### src/rtl/hdwc_pkg.sv
package hdwc_pkg;

  // field widths
  localparam int HUM_W      = 10;
  localparam int PCT_W      = 7;
  localparam int LVL_W      = 8;
  localparam int TIME_W     = 32;
  localparam int DEV_W      = 10;
  localparam int TEN_W      = PCT_W + 4;   // percent scaled to tenths
  localparam int CFG_IDX_W  = 2;
  localparam int CFG_DATA_W = 10;

  // arithmetic widths, fixed by the field ranges
  localparam int DSQ_W  = 2 * DEV_W;       // dev^2
  localparam int FSQ_W  = 2 * PCT_W;       // F^2
  localparam int QD_W   = 21;              // 100*F^2
  localparam int FN_W   = 12;              // 26*m
  localparam int QN_W   = 28;              // 255*dev^2
  localparam int QN10_W = 32;              // 2550*dev^2
  localparam int D255_W = 29;              // 255*den
  localparam int REST_W = 29;              // 255*den - num, magnitude
  localparam int LVL_QW = 9;               // quotient bits for a power level

  localparam int MUL_AW = QD_W;
  localparam int MUL_BW = FN_W;
  localparam int MUL_PW = MUL_AW + MUL_BW;

  // scale constants
  localparam int FULL_POWER    = 255;
  localparam int PCT_TO_TENTHS = 10;
  localparam int QD_SCALE      = 100;
  localparam int FLOOR_NUM     = 26;
  localparam int FLOOR_DEN     = 10;
  localparam int QN10_SCALE    = FULL_POWER * FLOOR_DEN;

  localparam logic [LVL_W-1:0] LVL_MAX = 8'hFF;

  // register reset values
  localparam logic [HUM_W-1:0] TARGET_RST = 10'd600;
  localparam logic [PCT_W-1:0] FULL_RST   = 7'd10;
  localparam logic [PCT_W-1:0] BAND_RST   = 7'd1;
  localparam logic [PCT_W-1:0] MINP_RST   = 7'd10;

  // PWM defaults
  localparam int ON_TIME_MS_DEF  = 1000;
  localparam int OFF_DIVISOR_DEF = 8;

  typedef enum logic [CFG_IDX_W-1:0] {
    CFG_TARGET,
    CFG_FULL,
    CFG_BAND,
    CFG_MINP
  } cfg_idx_t;

  typedef enum logic {
    KIND_REFRESH,
    KIND_WAIT
  } kind_t;

  typedef enum logic [3:0] {
    S_IDLE,
    S_PREP,
    S_MUL_DEV,
    S_MUL_F,
    S_MUL_FQ_GO,
    S_MUL_FQ,
    S_DIV_LVL_GO,
    S_DIV_LVL,
    S_DIV_OFF_GO,
    S_DIV_OFF,
    S_OUT
  } state_t;

  typedef struct packed {
    logic busy;
    logic done;
  } unit_stat_t;

endpackage

### src/rtl/hdwc_ser_mul.sv
module hdwc_ser_mul import hdwc_pkg::*; #(
  parameter int AW = MUL_AW,
  parameter int BW = MUL_BW
) (
  input  logic             clk,
  input  logic             rst_n,
  input  logic             start,
  input  logic [AW-1:0]    a,
  input  logic [BW-1:0]    b,
  output logic [AW+BW-1:0] product,
  output unit_stat_t       stat
);

  localparam int CW = $clog2(BW + 1);

  logic [AW-1:0]    a_r, a_nxt;
  logic [AW+BW-1:0] p_r, p_nxt;
  logic [CW-1:0]    cnt_r, cnt_nxt;
  logic             busy_r, busy_nxt;
  logic             done_r, done_nxt;
  logic [AW:0]      sum;

  // shift-add, multiplier bits consumed LSB first from the low half of p_r
  always_comb begin
    sum      = {1'b0, p_r[AW+BW-1:BW]} + (p_r[0] ? {1'b0, a_r} : '0);
    a_nxt    = a_r;
    p_nxt    = p_r;
    cnt_nxt  = cnt_r;
    busy_nxt = busy_r;
    done_nxt = 1'b0;
    if (start) begin
      a_nxt    = a;
      p_nxt    = {{AW{1'b0}}, b};
      cnt_nxt  = CW'(BW);
      busy_nxt = 1'b1;
    end else if (busy_r) begin
      p_nxt   = {sum, p_r[BW-1:1]};
      cnt_nxt = cnt_r - CW'(1);
      if (cnt_r == CW'(1)) begin
        busy_nxt = 1'b0;
        done_nxt = 1'b1;
      end
    end
  end

  always_ff @(posedge clk) begin
    if (!rst_n) begin
      cnt_r  <= '0;
      busy_r <= 1'b0;
      done_r <= 1'b0;
    end else begin
      cnt_r  <= cnt_nxt;
      busy_r <= busy_nxt;
      done_r <= done_nxt;
    end
  end

  always_ff @(posedge clk) begin
    a_r <= a_nxt;
    p_r <= p_nxt;
  end

  assign product   = p_r;
  assign stat.busy = busy_r;
  assign stat.done = done_r;

endmodule

### src/rtl/hdwc_ser_div.sv
module hdwc_ser_div import hdwc_pkg::*; #(
  parameter int DW = QD_W + 4,
  parameter int QW = LVL_QW
) (
  input  logic             clk,
  input  logic             rst_n,
  input  logic             start,
  input  logic [DW+QW-1:0] dividend,
  input  logic [DW-1:0]    divisor,
  output logic [QW-1:0]    quotient,
  output unit_stat_t       stat
);

  localparam int CW = $clog2(QW + 1);

  // caller guarantees dividend < divisor * 2^QW, so the top part starts below divisor
  logic [DW-1:0] rem_r, rem_nxt;
  logic [QW-1:0] quo_r, quo_nxt;
  logic [DW-1:0] dv_r, dv_nxt;
  logic [CW-1:0] cnt_r, cnt_nxt;
  logic          busy_r, busy_nxt;
  logic          done_r, done_nxt;
  logic [DW:0]   trial;
  logic [DW:0]   diff;
  logic          ge;

  // restoring division, one quotient bit a cycle; low dividend bits shift
  // out of quo_r while quotient bits shift in
  always_comb begin
    trial    = {rem_r, quo_r[QW-1]};
    diff     = trial - {1'b0, dv_r};
    ge       = (trial >= {1'b0, dv_r});
    rem_nxt  = rem_r;
    quo_nxt  = quo_r;
    dv_nxt   = dv_r;
    cnt_nxt  = cnt_r;
    busy_nxt = busy_r;
    done_nxt = 1'b0;
    if (start) begin
      rem_nxt  = dividend[DW+QW-1:QW];
      quo_nxt  = dividend[QW-1:0];
      dv_nxt   = divisor;
      cnt_nxt  = CW'(QW);
      busy_nxt = 1'b1;
    end else if (busy_r) begin
      rem_nxt = ge ? diff[DW-1:0] : trial[DW-1:0];
      quo_nxt = {quo_r[QW-2:0], ge};
      cnt_nxt = cnt_r - CW'(1);
      if (cnt_r == CW'(1)) begin
        busy_nxt = 1'b0;
        done_nxt = 1'b1;
      end
    end
  end

  always_ff @(posedge clk) begin
    if (!rst_n) begin
      cnt_r  <= '0;
      busy_r <= 1'b0;
      done_r <= 1'b0;
    end else begin
      cnt_r  <= cnt_nxt;
      busy_r <= busy_nxt;
      done_r <= done_nxt;
    end
  end

  always_ff @(posedge clk) begin
    rem_r <= rem_nxt;
    quo_r <= quo_nxt;
    dv_r  <= dv_nxt;
  end

  assign quotient  = quo_r;
  assign stat.busy = busy_r;
  assign stat.done = done_r;

endmodule

### src/rtl/humidity_dry_wet_controller_unit.sv
// Humidity dry/wet controller.
// Input channel (in_*): one beat per refresh or wait. A refresh carries a
// humidity sample, its valid flag and a millisecond timestamp; a wait turns
// fan and evaporator off. Each input beat yields exactly one output beat
// (out_*) with fan drive, reported dry and wet levels and the evaporator switch.
// Config channel (cfg_*): cfg_index selects target, full-scale deviation,
// deadband or minimum power; always ready, write only while idle.
// When no power has to be computed (wait, bad sample, deadband, full
// scale), the item goes from the prep step straight to the output step.
// Inside the proportional band it runs through one bit-serial multiplier
// (three products) and one bit-serial restoring divider (one or two
// quotients of 15 bits at default PWM settings).
// One item is in flight at a time; the next beat is taken once the result
// sits in the output register, even while the receiver stalls. A stalled
// output holds its beat; the following item then waits in the last step.
// Reset (synchronous, active low) loads the register defaults, zeroes fan,
// dry and wet levels, switches the evaporator off and clears the PWM phase start.
module humidity_dry_wet_controller_unit import hdwc_pkg::*; #(
  parameter int ON_TIME_MS  = ON_TIME_MS_DEF,
  parameter int OFF_DIVISOR = OFF_DIVISOR_DEF
) (
  input  logic                  clk,
  input  logic                  rst_n,
  input  logic                  in_valid,
  output logic                  in_ready,
  input  logic                  in_kind,
  input  logic [HUM_W-1:0]      in_humidity_tenths,
  input  logic                  in_sample_ok,
  input  logic [TIME_W-1:0]     in_now_ms,
  output logic                  out_valid,
  input  logic                  out_ready,
  output logic [LVL_W-1:0]      out_fan_speed,
  output logic [LVL_W-1:0]      out_dry_level,
  output logic [LVL_W-1:0]      out_wet_level,
  output logic                  out_evaporator_on,
  input  logic                  cfg_valid,
  output logic                  cfg_ready,
  input  logic [CFG_IDX_W-1:0]  cfg_index,
  input  logic [CFG_DATA_W-1:0] cfg_data
);

  localparam int OD_W    = $clog2(OFF_DIVISOR + 1);
  localparam int OFF_QW  = $clog2(FULL_POWER * ON_TIME_MS / OFF_DIVISOR + 1);
  localparam int DIV_QW  = (OFF_QW > LVL_QW) ? OFF_QW : LVL_QW;
  localparam int DIV_DW  = QD_W + OD_W;
  localparam int DIV_NW  = DIV_DW + DIV_QW;

  // config registers
  logic [HUM_W-1:0] target_r;
  logic [PCT_W-1:0] full_r, band_r, minp_r;

  // controller state
  logic [LVL_W-1:0]  fan_r, fan_nxt;
  logic [LVL_W-1:0]  dry_r, dry_nxt;
  logic [LVL_W-1:0]  wet_r, wet_nxt;
  logic              evap_r, evap_nxt;
  logic [TIME_W-1:0] phase_r, phase_nxt;

  // item in flight
  state_t            state_r, state_nxt;
  logic              kind_r, ok_r;
  logic [HUM_W-1:0]  hum_r;
  logic [TIME_W-1:0] now_r;
  logic              dry_side_r, dry_side_nxt;
  logic [DSQ_W-1:0]  dsq_r, dsq_nxt;
  logic [FSQ_W-1:0]  fsq_r, fsq_nxt;
  logic              use_floor_r, use_floor_nxt;
  logic [LVL_W-1:0]  lvl_r, lvl_nxt;
  logic [REST_W:0]   rest_r, rest_nxt;

  // output register
  logic              out_valid_r, out_valid_nxt;
  logic [LVL_W-1:0]  o_fan_r, o_dry_r, o_wet_r;
  logic              o_evap_r;
  logic              out_load;

  logic              in_accept;

  // datapath
  logic              hum_gt, hum_lt;
  logic [DEV_W-1:0]  dev;
  logic [TEN_W-1:0]  full10, band10;
  logic              at_full, in_band;
  logic [QD_W-1:0]   qd;
  logic [QN_W-1:0]   qn;
  logic [FN_W-1:0]   fn;
  logic [QN10_W-1:0] qn10;
  logic [QN_W-1:0]   n_sel;
  logic [QD_W-1:0]   d_sel;
  logic [D255_W-1:0] d255;
  logic [REST_W:0]   rest_calc;
  logic [DIV_NW-1:0] off_num;
  logic [DIV_DW-1:0] off_den;
  logic [TIME_W-1:0] elapsed;
  logic [TIME_W-1:0] off_time;
  logic [LVL_W-1:0]  q_lvl;

  // arithmetic units
  logic              mul_start;
  logic [MUL_AW-1:0] mul_a;
  logic [MUL_BW-1:0] mul_b;
  logic [MUL_PW-1:0] mul_prod;
  unit_stat_t        mul_stat;
  logic              div_start;
  logic [DIV_NW-1:0] div_dividend;
  logic [DIV_DW-1:0] div_divisor;
  logic [DIV_QW-1:0] div_quot;
  unit_stat_t        div_stat;

  hdwc_ser_mul #(
    .AW (MUL_AW),
    .BW (MUL_BW)
  ) u_mul (
    .clk     (clk),
    .rst_n   (rst_n),
    .start   (mul_start),
    .a       (mul_a),
    .b       (mul_b),
    .product (mul_prod),
    .stat    (mul_stat)
  );

  hdwc_ser_div #(
    .DW (DIV_DW),
    .QW (DIV_QW)
  ) u_div (
    .clk      (clk),
    .rst_n    (rst_n),
    .start    (div_start),
    .dividend (div_dividend),
    .divisor  (div_divisor),
    .quotient (div_quot),
    .stat     (div_stat)
  );

  assign in_ready  = (state_r == S_IDLE);
  assign in_accept = in_valid && in_ready;
  assign cfg_ready = 1'b1;

  always_ff @(posedge clk) begin
    if (!rst_n) begin
      target_r <= TARGET_RST;
      full_r   <= FULL_RST;
      band_r   <= BAND_RST;
      minp_r   <= MINP_RST;
    end else if (cfg_valid && cfg_ready) begin
      unique case (cfg_index)
        CFG_TARGET: target_r <= cfg_data[HUM_W-1:0];
        CFG_FULL:   full_r   <= cfg_data[PCT_W-1:0];
        CFG_BAND:   band_r   <= cfg_data[PCT_W-1:0];
        CFG_MINP:   minp_r   <= cfg_data[PCT_W-1:0];
      endcase
    end
  end

  // deviation and band limits
  assign hum_gt  = (hum_r > target_r);
  assign hum_lt  = (hum_r < target_r);
  assign dev     = hum_gt ? (hum_r - target_r) : (target_r - hum_r);
  assign full10  = TEN_W'(full_r) * TEN_W'(PCT_TO_TENTHS);
  assign band10  = TEN_W'(band_r) * TEN_W'(PCT_TO_TENTHS);
  assign at_full = (TEN_W'(dev) >= full10);
  assign in_band = (TEN_W'(dev) <= band10);

  // power = max(255*dev^2 / (100*F^2), 26*m/10), kept as num/den
  assign qd    = QD_W'(fsq_r) * QD_W'(QD_SCALE);
  assign qn    = QN_W'(dsq_r) * QN_W'(FULL_POWER);
  assign fn    = FN_W'(minp_r) * FN_W'(FLOOR_NUM);
  assign qn10  = QN10_W'(dsq_r) * QN10_W'(QN10_SCALE);
  assign n_sel = use_floor_r ? QN_W'(fn) : qn;
  assign d_sel = use_floor_r ? QD_W'(FLOOR_DEN) : qd;

  // off time = (255*den - num) * ON / (OD * den); negative rest means full power
  assign d255      = D255_W'(d_sel) * D255_W'(FULL_POWER);
  assign rest_calc = (REST_W+1)'(d255) - (REST_W+1)'(n_sel);
  assign off_num   = DIV_NW'(rest_r[REST_W-1:0]) * DIV_NW'(ON_TIME_MS);
  assign off_den   = DIV_DW'(d_sel) * DIV_DW'(OFF_DIVISOR);
  assign elapsed   = now_r - phase_r;
  assign off_time  = TIME_W'(div_quot);
  assign q_lvl     = (|div_quot[DIV_QW-1:LVL_W]) ? LVL_MAX : div_quot[LVL_W-1:0];

  assign div_dividend = (state_r == S_DIV_OFF_GO) ? off_num : DIV_NW'(n_sel);
  assign div_divisor  = (state_r == S_DIV_OFF_GO) ? off_den : DIV_DW'(d_sel);

  always_comb begin
    unique case (state_r)
      S_PREP: begin
        mul_a = MUL_AW'(dev);
        mul_b = MUL_BW'(dev);
      end
      S_MUL_DEV: begin
        mul_a = MUL_AW'(full_r);
        mul_b = MUL_BW'(full_r);
      end
      default: begin
        mul_a = qd;
        mul_b = fn;
      end
    endcase
  end

  always_comb begin
    state_nxt     = state_r;
    fan_nxt       = fan_r;
    dry_nxt       = dry_r;
    wet_nxt       = wet_r;
    evap_nxt      = evap_r;
    phase_nxt     = phase_r;
    dry_side_nxt  = dry_side_r;
    dsq_nxt       = dsq_r;
    fsq_nxt       = fsq_r;
    use_floor_nxt = use_floor_r;
    lvl_nxt       = lvl_r;
    rest_nxt      = rest_r;
    mul_start     = 1'b0;
    div_start     = 1'b0;
    out_load      = 1'b0;
    unique case (state_r)
      S_IDLE: begin
        if (in_valid) begin
          state_nxt = S_PREP;
        end
      end
      S_PREP: begin
        state_nxt = S_OUT;
        priority if (kind_r == KIND_WAIT) begin
          fan_nxt  = '0;
          dry_nxt  = '0;
          wet_nxt  = '0;
          evap_nxt = 1'b0;
        end else if (!ok_r) begin
          wet_nxt  = '0;
          evap_nxt = 1'b0;
        end else if (hum_gt) begin
          wet_nxt      = '0;
          evap_nxt     = 1'b0;
          dry_side_nxt = 1'b1;
          if (at_full) begin
            fan_nxt = LVL_MAX;
            dry_nxt = LVL_MAX;
          end else if (!in_band) begin
            mul_start = 1'b1;
            state_nxt = S_MUL_DEV;
          end
        end else if (hum_lt) begin
          fan_nxt      = '0;
          dry_nxt      = '0;
          dry_side_nxt = 1'b0;
          if (at_full) begin
            wet_nxt  = LVL_MAX;
            evap_nxt = 1'b1;
          end else if (!in_band) begin
            mul_start = 1'b1;
            state_nxt = S_MUL_DEV;
          end
        end else begin
          fan_nxt  = '0;
          dry_nxt  = '0;
          wet_nxt  = '0;
          evap_nxt = 1'b0;
        end
      end
      S_MUL_DEV: begin
        if (mul_stat.done) begin
          dsq_nxt   = mul_prod[DSQ_W-1:0];
          mul_start = 1'b1;
          state_nxt = S_MUL_F;
        end
      end
      S_MUL_F: begin
        if (mul_stat.done) begin
          fsq_nxt   = mul_prod[FSQ_W-1:0];
          state_nxt = S_MUL_FQ_GO;
        end
      end
      S_MUL_FQ_GO: begin
        mul_start = 1'b1;
        state_nxt = S_MUL_FQ;
      end
      S_MUL_FQ: begin
        if (mul_stat.done) begin
          // floor wins when 255*dev^2*10 < 26*m*100*F^2
          use_floor_nxt = (MUL_PW'(qn10) < mul_prod);
          state_nxt     = S_DIV_LVL_GO;
        end
      end
      S_DIV_LVL_GO: begin
        div_start = 1'b1;
        state_nxt = S_DIV_LVL;
      end
      S_DIV_LVL: begin
        if (div_stat.done) begin
          lvl_nxt  = q_lvl;
          rest_nxt = rest_calc;
          if (dry_side_r) begin
            fan_nxt   = q_lvl;
            dry_nxt   = q_lvl;
            state_nxt = S_OUT;
          end else begin
            state_nxt = S_DIV_OFF_GO;
          end
        end
      end
      S_DIV_OFF_GO: begin
        if (rest_r[REST_W]) begin
          wet_nxt   = LVL_MAX;
          evap_nxt  = 1'b1;
          state_nxt = S_OUT;
        end else begin
          div_start = 1'b1;
          state_nxt = S_DIV_OFF;
        end
      end
      S_DIV_OFF: begin
        if (div_stat.done) begin
          state_nxt = S_OUT;
          // off phase shorter than the on phase: run continuously
          if (off_time < TIME_W'(ON_TIME_MS)) begin
            wet_nxt  = LVL_MAX;
            evap_nxt = 1'b1;
          end else begin
            wet_nxt = lvl_r;
            if (evap_r) begin
              if (elapsed >= TIME_W'(ON_TIME_MS)) begin
                phase_nxt = now_r;
                evap_nxt  = 1'b0;
              end
            end else if (elapsed >= off_time) begin
              phase_nxt = now_r;
              evap_nxt  = 1'b1;
            end
          end
        end
      end
      S_OUT: begin
        if (!out_valid_r || out_ready) begin
          out_load  = 1'b1;
          state_nxt = S_IDLE;
        end
      end
      default: begin
        state_nxt = S_IDLE;
      end
    endcase
  end

  always_comb begin
    out_valid_nxt = out_valid_r && !out_ready;
    if (out_load) begin
      out_valid_nxt = 1'b1;
    end
  end

  always_ff @(posedge clk) begin
    if (!rst_n) begin
      state_r     <= S_IDLE;
      fan_r       <= '0;
      dry_r       <= '0;
      wet_r       <= '0;
      evap_r      <= 1'b0;
      phase_r     <= '0;
      out_valid_r <= 1'b0;
      dry_side_r  <= 1'b0;
      use_floor_r <= 1'b0;
    end else begin
      state_r     <= state_nxt;
      fan_r       <= fan_nxt;
      dry_r       <= dry_nxt;
      wet_r       <= wet_nxt;
      evap_r      <= evap_nxt;
      phase_r     <= phase_nxt;
      out_valid_r <= out_valid_nxt;
      dry_side_r  <= dry_side_nxt;
      use_floor_r <= use_floor_nxt;
    end
  end

  always_ff @(posedge clk) begin
    if (in_accept) begin
      kind_r <= in_kind;
      hum_r  <= in_humidity_tenths;
      ok_r   <= in_sample_ok;
      now_r  <= in_now_ms;
    end
    dsq_r  <= dsq_nxt;
    fsq_r  <= fsq_nxt;
    lvl_r  <= lvl_nxt;
    rest_r <= rest_nxt;
    if (out_load) begin
      o_fan_r  <= fan_r;
      o_dry_r  <= dry_r;
      o_wet_r  <= wet_r;
      o_evap_r <= evap_r;
    end
  end

  assign out_valid         = out_valid_r;
  assign out_fan_speed     = o_fan_r;
  assign out_dry_level     = o_dry_r;
  assign out_wet_level     = o_wet_r;
  assign out_evaporator_on = o_evap_r;

  a_fan_dry_track: assert property (@(posedge clk) disable iff (!rst_n)
    fan_r == dry_r)
    else $error("fan level and dry report diverged");

  a_accept_to_prep: assert property (@(posedge clk) disable iff (!rst_n)
    in_valid && in_ready |=> state_r == S_PREP)
    else $error("accepted beat did not enter prep");

  a_mul_done_state: assert property (@(posedge clk) disable iff (!rst_n)
    mul_stat.done |-> (state_r == S_MUL_DEV || state_r == S_MUL_F || state_r == S_MUL_FQ))
    else $error("multiplier finished outside a multiply step");

  a_div_done_state: assert property (@(posedge clk) disable iff (!rst_n)
    div_stat.done |-> (state_r == S_DIV_LVL || state_r == S_DIV_OFF))
    else $error("divider finished outside a divide step");

  a_units_exclusive: assert property (@(posedge clk) disable iff (!rst_n)
    !(mul_stat.busy && div_stat.busy))
    else $error("multiplier and divider busy together");

endmodule
### config.mk
export PLATFORM = sky130hd
export DESIGN_NAME = humidity_dry_wet_controller_unit
export DESIGN_NICKNAME = d
export VERILOG_FILES = /design/src/rtl/hdwc_pkg.sv /design/src/rtl/hdwc_ser_mul.sv /design/src/rtl/hdwc_ser_div.sv /design/src/rtl/humidity_dry_wet_controller_unit.sv
export SDC_FILE = /design/constraint.sdc
export NUM_CORES = 2
export LEC_CHECK = 0
export ABC_CLOCK_PERIOD_IN_PS = 10000
export BUFFER_PORTS_ARGS = -buffer_cell sky130_fd_sc_hd__buf_2
export CORE_AREA = 2 2 257 259
export DETAILED_ROUTE_END_ITERATION = 16
export DIE_AREA = 0 0 259 261
export PLACE_DENSITY = 0.83
export SETUP_SLACK_MARGIN = 0.5
export SYNTH_ARGS = -nofsm -noshare
export SYNTH_HDL_FRONTEND = slang
export SYNTH_SLANG_ARGS = --single-unit
### constraint.sdc
create_clock -name clk -period 10 [get_ports clk]
set_clock_uncertainty 0.1 [all_clocks]
set_input_delay 0.5 -clock clk [delete_from_list [all_inputs] [get_ports clk]]
set_output_delay 0.5 -clock clk [all_outputs]
set_load 0.005 [all_outputs]
# Yosys cells after proc, flatten, opt, wreduce, memory -nomap -nowiden
# Index checks and enable logic that the tools add are counted.
[op_classes]
n_addsub = 8
mul = 8
order_cmp = 9
eq_ne = 28
mux = 89
bitwise_logic = 5
n_reduce_logical = 30
[ops]
columns = ["op", "n"]
rows = [
  ["8-bit 2-to-1 mux", 14],
  ["32-bit 2-to-1 mux", 3],
  ["25-bit 2-to-1 mux", 3],
  ["4-bit 2-to-1 mux", 17],
  ["21-bit 2-to-1 mux", 3],
  ["4-bit case mux with 11 select lines", 1],
  ["21-bit case mux with 2 select lines", 1],
  ["39-bit 2-to-1 mux", 1],
  ["29-bit by 7-bit multiplier with 36-bit output (second input constant)", 1],
  ["32-bit by 33-bit < comparator with 1-bit output", 1],
  ["32-bit by 10-bit >= comparator with 1-bit output (second input constant)", 1],
  ["32-bit by 15-bit >= comparator with 1-bit output", 1],
  ["1-bit 2-to-1 mux", 32],
  ["32-bit subtractor", 1],
  ["20-bit by 11-bit multiplier with 31-bit output (second input constant)", 1],
  ["15-bit 2-to-1 mux", 2],
  ["29-bit by 28-bit subtractor with 30-bit output", 1],
  ["21-bit by 8-bit multiplier with 29-bit output (second input constant)", 1],
  ["20-bit by 8-bit multiplier with 28-bit output (second input constant)", 1],
  ["28-bit 2-to-1 mux", 1],
  ["26-bit by 25-bit >= comparator with 1-bit output", 1],
  ["25-bit subtractor", 1],
  ["12-bit 2-to-1 mux", 2],
  ["12-bit case mux with 2 select lines", 1],
  ["43 further kinds", 85],
]
[totals]
register_bits = 351
input_bits = 61
output_inout_bits = 28
wordCells = 215

# Depth between registers and ports, before layout
[depth]
depth_word = 11
ltp_mapped = 37
mapped_depth_nobuf = 37

# Hierarchy
# A second synthesis with hierarchy kept.
[hier_totals]
cells_unflattened = 4222
hier_area_um2 = 40765.3
[by_module_without_submodules]
columns = ["mod", "n_inst", "cells_each", "area_each_um2", "seq_area_each_um2"]
rows = [
  ["humidity_dry_wet_controller_unit", 1, 3483, 32939.1, 5735.5],
  ["hdwc_ser_div", 1, 395, 4423.0, 2072.0],
  ["hdwc_ser_mul", 1, 344, 3403.3, 1531.5],
]

# Worst setup path after synthesis
# Ideal clock, no wire load.
[synth_path]
path_kind = "register to register"
from = "reg dsq_r[6]"
to = "reg rest_r[28], data pin"
setup_ns = 0.266
t_arrival_ns = 8.698
slack_ns = 0.937
stages_incl_launch_ff = 34
path_buffers = 0
cell_sequence = "edfxtp_1 fa_1 inv_1 fa_1 inv_1 fa_1 inv_1 fa_1 inv_1 ha_1 nor3_1 a21boi_0 nor2_1 a21o_1 a21oi_1 xnor2_1 nand2_1 fa_1 inv_1 fa_1 fa_1 fa_1 inv_1 ha_1 a21o_1 a21oi_1 o31ai_1 nor2b_1 o22ai_1 o21ai_1 o41a_1 a41o_1 o41ai_1 xnor2_1"
[synth_via]
elab_chain_cells = 3
[synth_lines]
columns = ["item", "line_no", "source"]
rows = [
  ["from (decl)", "humidity_dry_wet_controller_unit.sv:65", "logic [DSQ_W-1:0] dsq_r, dsq_nxt;"],
  ["from (signal assigned)", "humidity_dry_wet_controller_unit.sv:385", "dsq_r <= dsq_nxt;"],
  ["20-bit by 8-bit multiplier with 28-bit output", "humidity_dry_wet_controller_unit.sv:167", "assign qn = QN_W'(dsq_r) * QN_W'(FULL_POWER);"],
  ["28-bit 2-to-1 mux", "humidity_dry_wet_controller_unit.sv:170", "assign n_sel = use_floor_r ? QN_W'(fn) : qn;"],
  ["29-bit by 28-bit subtractor with 30-bit output", "humidity_dry_wet_controller_unit.sv:175", "assign rest_calc = (REST_W+1)'(d255) - (REST_W+1)'(n_sel);"],
  ["net rest_calc[28]", "humidity_dry_wet_controller_unit.sv:91", "logic [REST_W:0] rest_calc;"],
  ["to (signal assigned)", "humidity_dry_wet_controller_unit.sv:388", "rest_r <= rest_nxt;"],
  ["to (decl)", "humidity_dry_wet_controller_unit.sv:69", "logic [REST_W:0] rest_r, rest_nxt;"],
]
# The timed path passes the listed nets, and every way through them passes these cells.
# A chain may end at the register's enable or synchronous reset.

# Final worst setup path
[layout_path]
from = "reg dsq_r[6]"
to = "reg rest_r[27], data pin"
# Same word-level chain as after synthesis.

==> impl_results.md <==
* Status: finished clean
* Synth Area in Simple Gates at between 10% and 20%
* Syn. warnings at 0
* Worst VDD drop at 0.2238 mV
* Crit. Startpoint: dsq_r[6]
* Vias per cell at just under 6
* Pwr Density at 130.2 nW/um2
* Pin count of the biggest net entering global routing at 74
* Drt pass-1 iters at 6
* Placed inst area at between 30000 and 40000 um2
* Area Growth Syn to Fin at 9.209%
* Clock Path Buffers at 3
* Root Driver: clkbuf_16
* Post-synth top area cell: fa_1
* Synth top area share at 21.64%
* Die Area at 67600 um2
* Final Wtd Congestion at about 1
* Final setup TNS at 0 ns
* H-tree levels at 2
* Adder-Cell Fraction of Synth Area at 38.06%
* Routed WL at 94480 um
* Mapped Area at 38480 um2
* Xor-xnor portion of the synthesized cell area at 4.256%
* Final worst slack at 0.7136 ns
* Clock power share at 26.6%
* Clock-pin slew on the worst setup and hold paths at approximately 0.060 ns
* Die Y at 261 um
* First-pass GRT wire length at 152600 um
* Register-to-Register Path Depth at 35
* Sw frac at 37.42%
* Sw power at 2048 uW
* Post-synthesis sequential area ratio at 24.11%
* Vias at 29200
* Distinct cells, synth at 84
* Post-route cell area at 42020 um2
* Worst setup SP type: flip-flop
* Worst slew pin tran at 1.170 ns
* Synthesized flop and latch total at 349
* Avg Inst Size Synth at 9.680 um2
* Nature of the critical path endpoint: flip-flop
* Post-synthesis compound-gate area fraction at a little over an eighth
* Worst hold path class: in2reg
* Max Clock Freq at 107.7 MHz
* Number of synthesized flops with an enable pin at 229
* Clock sink count at 349
* FP Rows at 94
* Crit-path max FO at 6
* Core area at between 60000 and 70000 um2
* Worst reg2reg endpoint: rest_r[27]
* Main combinational cell family by area after synthesis: adder cells
* Critical Path Stages at 35
* Max-slew violations at 0
* Layout net count at 5091
* Cells after Synth at 3975
* Ant. Diodes at 0
* Int Pwr at roughly 3400 uW
* Multiplexer share of the synthesized area at between 2 and 2.5%
* Max cap viols at 0
* Worst Path Buf+Inv at 7
* # port buffers at between 80 and 90
* Fin. Hold Viols at 0
* WP data arrival at around 9.5 ns
* CP peak stage delay at 0.58 ns
* Final hold slack at 0.01460 ns
* Die Span X at approximately 260 um
* Number of global-route vias before repair at 29970
* GRT Util Overall at 28.27%
* Initial antenna violation count at 2
* Critical R2R Launch: dsq_r[6]
* Post-place setup slack at 0.1795 ns
* Final worst path period need at around 9.3 ns
* Layout cell share with drive strength beyond 1 at 7.051%
* Critical setup path kind: reg2reg
* Total global routing overflow at 0
* Reg2Reg Setup Slack at 0.71 ns
* Combinational power share at 37.1%
* DRC violations left at 0
* Sequential power share at 36.3%
* IO Pins at 89
* CTS buffer count at 41
* Slew HR at a little over a fifth
* Crit share post-route at 92.86%
* Final setup viols at 0
* WP data required at 10.21 ns
* HPWL after DPL at 73120 um
* DRT iter0 DRCs at 2425
* Post-route antenna net violation count at 0
* RSZ-0062 raised after global routing: no
* Clock Latency Late Sink at 0.58 ns
* Synth Flop Type: edfxtp_1
* Crit path to: rest_r[27]
* Synth area leaders: fa_1, edfxtp_1, ha_1
* PnR Total Power at 5473 uW
* Crit path max-delay family: adder cells
* Cell repeated most along the worst path: fa_1
* Asr flop ratio synth at 0%
* Starting Density at 59.16%
* Average wire per standard cell at 18.88 um
* Slowest CP cell: fa_2
* Leakage at just under 0.02 uW
* CTS tree: yes
power groups by stage:
stage / sequential, uW / combinational [uW] / clock (uW)
CTS: 1980 / 1990 / 1470
global route: 2000 / 2250 / 1520
finish: 1990 / 2030 / 1460
floorplan: 1920 / 1490 / 0
global placement: 2000 / 1890 / 0
detailed placement: 2000 / 1950 / 0
synthesized netlist by cell type, types with 8 or more instances:
cell and count:
o31ai_1 15, buf_4 9, nand2_1 303, clkbuf_1 75, a2111oi_0 11, or3_1 13
nor2_1 220, and3_1 27, buf_1 10, fa_1 416, nand3b_1 8, a211oi_1 24
ha_1 505, xnor2_1 115, o22ai_1 13, o221ai_1 8, or2_2 12, edfxtp_1 229
a21oi_1 244, a22oi_1 8, a21o_1 91, nor2b_1 43, o21ai_0 138, o21bai_1 24
o21a_1 51, o211ai_1 22, a221oi_1 9, mux2i_1 73, and2_1 31, mux2_2 8
a211o_1 9, xor2_1 72, a31oi_1 36, nand3_1 48, nor3_1 58, nand4_1 28
inv_1 687, o21ai_1 8, dfxtp_1 120, nand2b_1 38
cells by family after synthesis:
| group | after synthesis |
|---|---|
| flip-flops | 349 |
| adder cells (fa/ha/maj) | 921 |
| AND/OR/NAND/NOR | 861 |
| multiplexers | 81 |
| buffers and inverters | 785 |
| XOR/XNOR | 187 |
| AO/OA/AOI/OAI | 789 |
| other | 2 |
layer usage:
layer,up-vias,global-route usage [%],part of all wire (%)
met3,277,5.323,7.9
met1,14140,36.20,40
met5,-,0,0.020
met4,2,12.73,4.7
met2,1080,46.86,47
li1,13700,-,-
cells in the final DEF (no fill, tap or decap), types with 86 or more instances in the layout:
master    Yosys  layout
buf_2         0      86
dfxtp_1     120     119
nor2_1      220     217
fa_1        416     413
inv_1       687     683
edfxtp_1    229     229
a21oi_1     244     234
o21ai_0     138     135
ha_1        505     494
xnor2_1     115     114
a21o_1       91      91
nand2_1     303     303
sequential cells by signal, indices dropped and copies added (netlist names), 10 cells and up:
| register | flops |
|---|---|
| u_mul.product | 33 |
| u_mul.a_r | 21 |
| target_r | 10 |
| u_div.quotient | 15 |
| rest_r | 30 |
| now_r | 32 |
| phase_r | 32 |
| u_div.rem_r | 25 |
| u_div.dv_r | 23 |
| hum_r | 10 |
| fsq_r | 14 |
| dsq_r | 20 |
final cells by class:
class	instances	area, um2
clock buffer	59	1145
clock inverter	16	115.1
fill	4908	23020
inverter	688	2582
multi-input combinational	2842	26530
sequential	349	9280
tap	864	1081
timing repair buffer	187	1294
worst min path at each step:
stage / start / endpoint / slack (ns) / cells after the start
finish: in_now_ms[28] / now_r[28] / 0.01 / 1
detailed placement: dry_r[2] / out_dry_level[2] / 0.31 / 0
global placement: wet_r[3] / out_wet_level[3] / 0.31 / 0
CTS: in_now_ms[28] / now_r[28] / 0.001 / 1
global route: in_now_ms[28] / now_r[28] / 0.01 / 1
floorplan: dry_r[0] / out_dry_level[0] / 0.30 / 0
through the flow:
step | utilization, % | std cells
2_1_floorplan | - | 3976
3_3_place_gp | 61.25 | 4860
3_5_place_dp | 61.25 | 4860
4_1_cts | 63.88 | 4980
5_1_grt | 64.61 | 5005
6_report | 64.61 | 5005
what timing repair did:
item | 4_1_cts | 5_1_grt
buffers inserted | 3 | 25
setup endpoints to repair | 4 | 7
gates resized for setup | 6 | 57
pin swaps | 0 | 27
hold endpoints to repair | 42 | 0
hold buffers | 42 | 0
(Power assumes the default switching activity.)
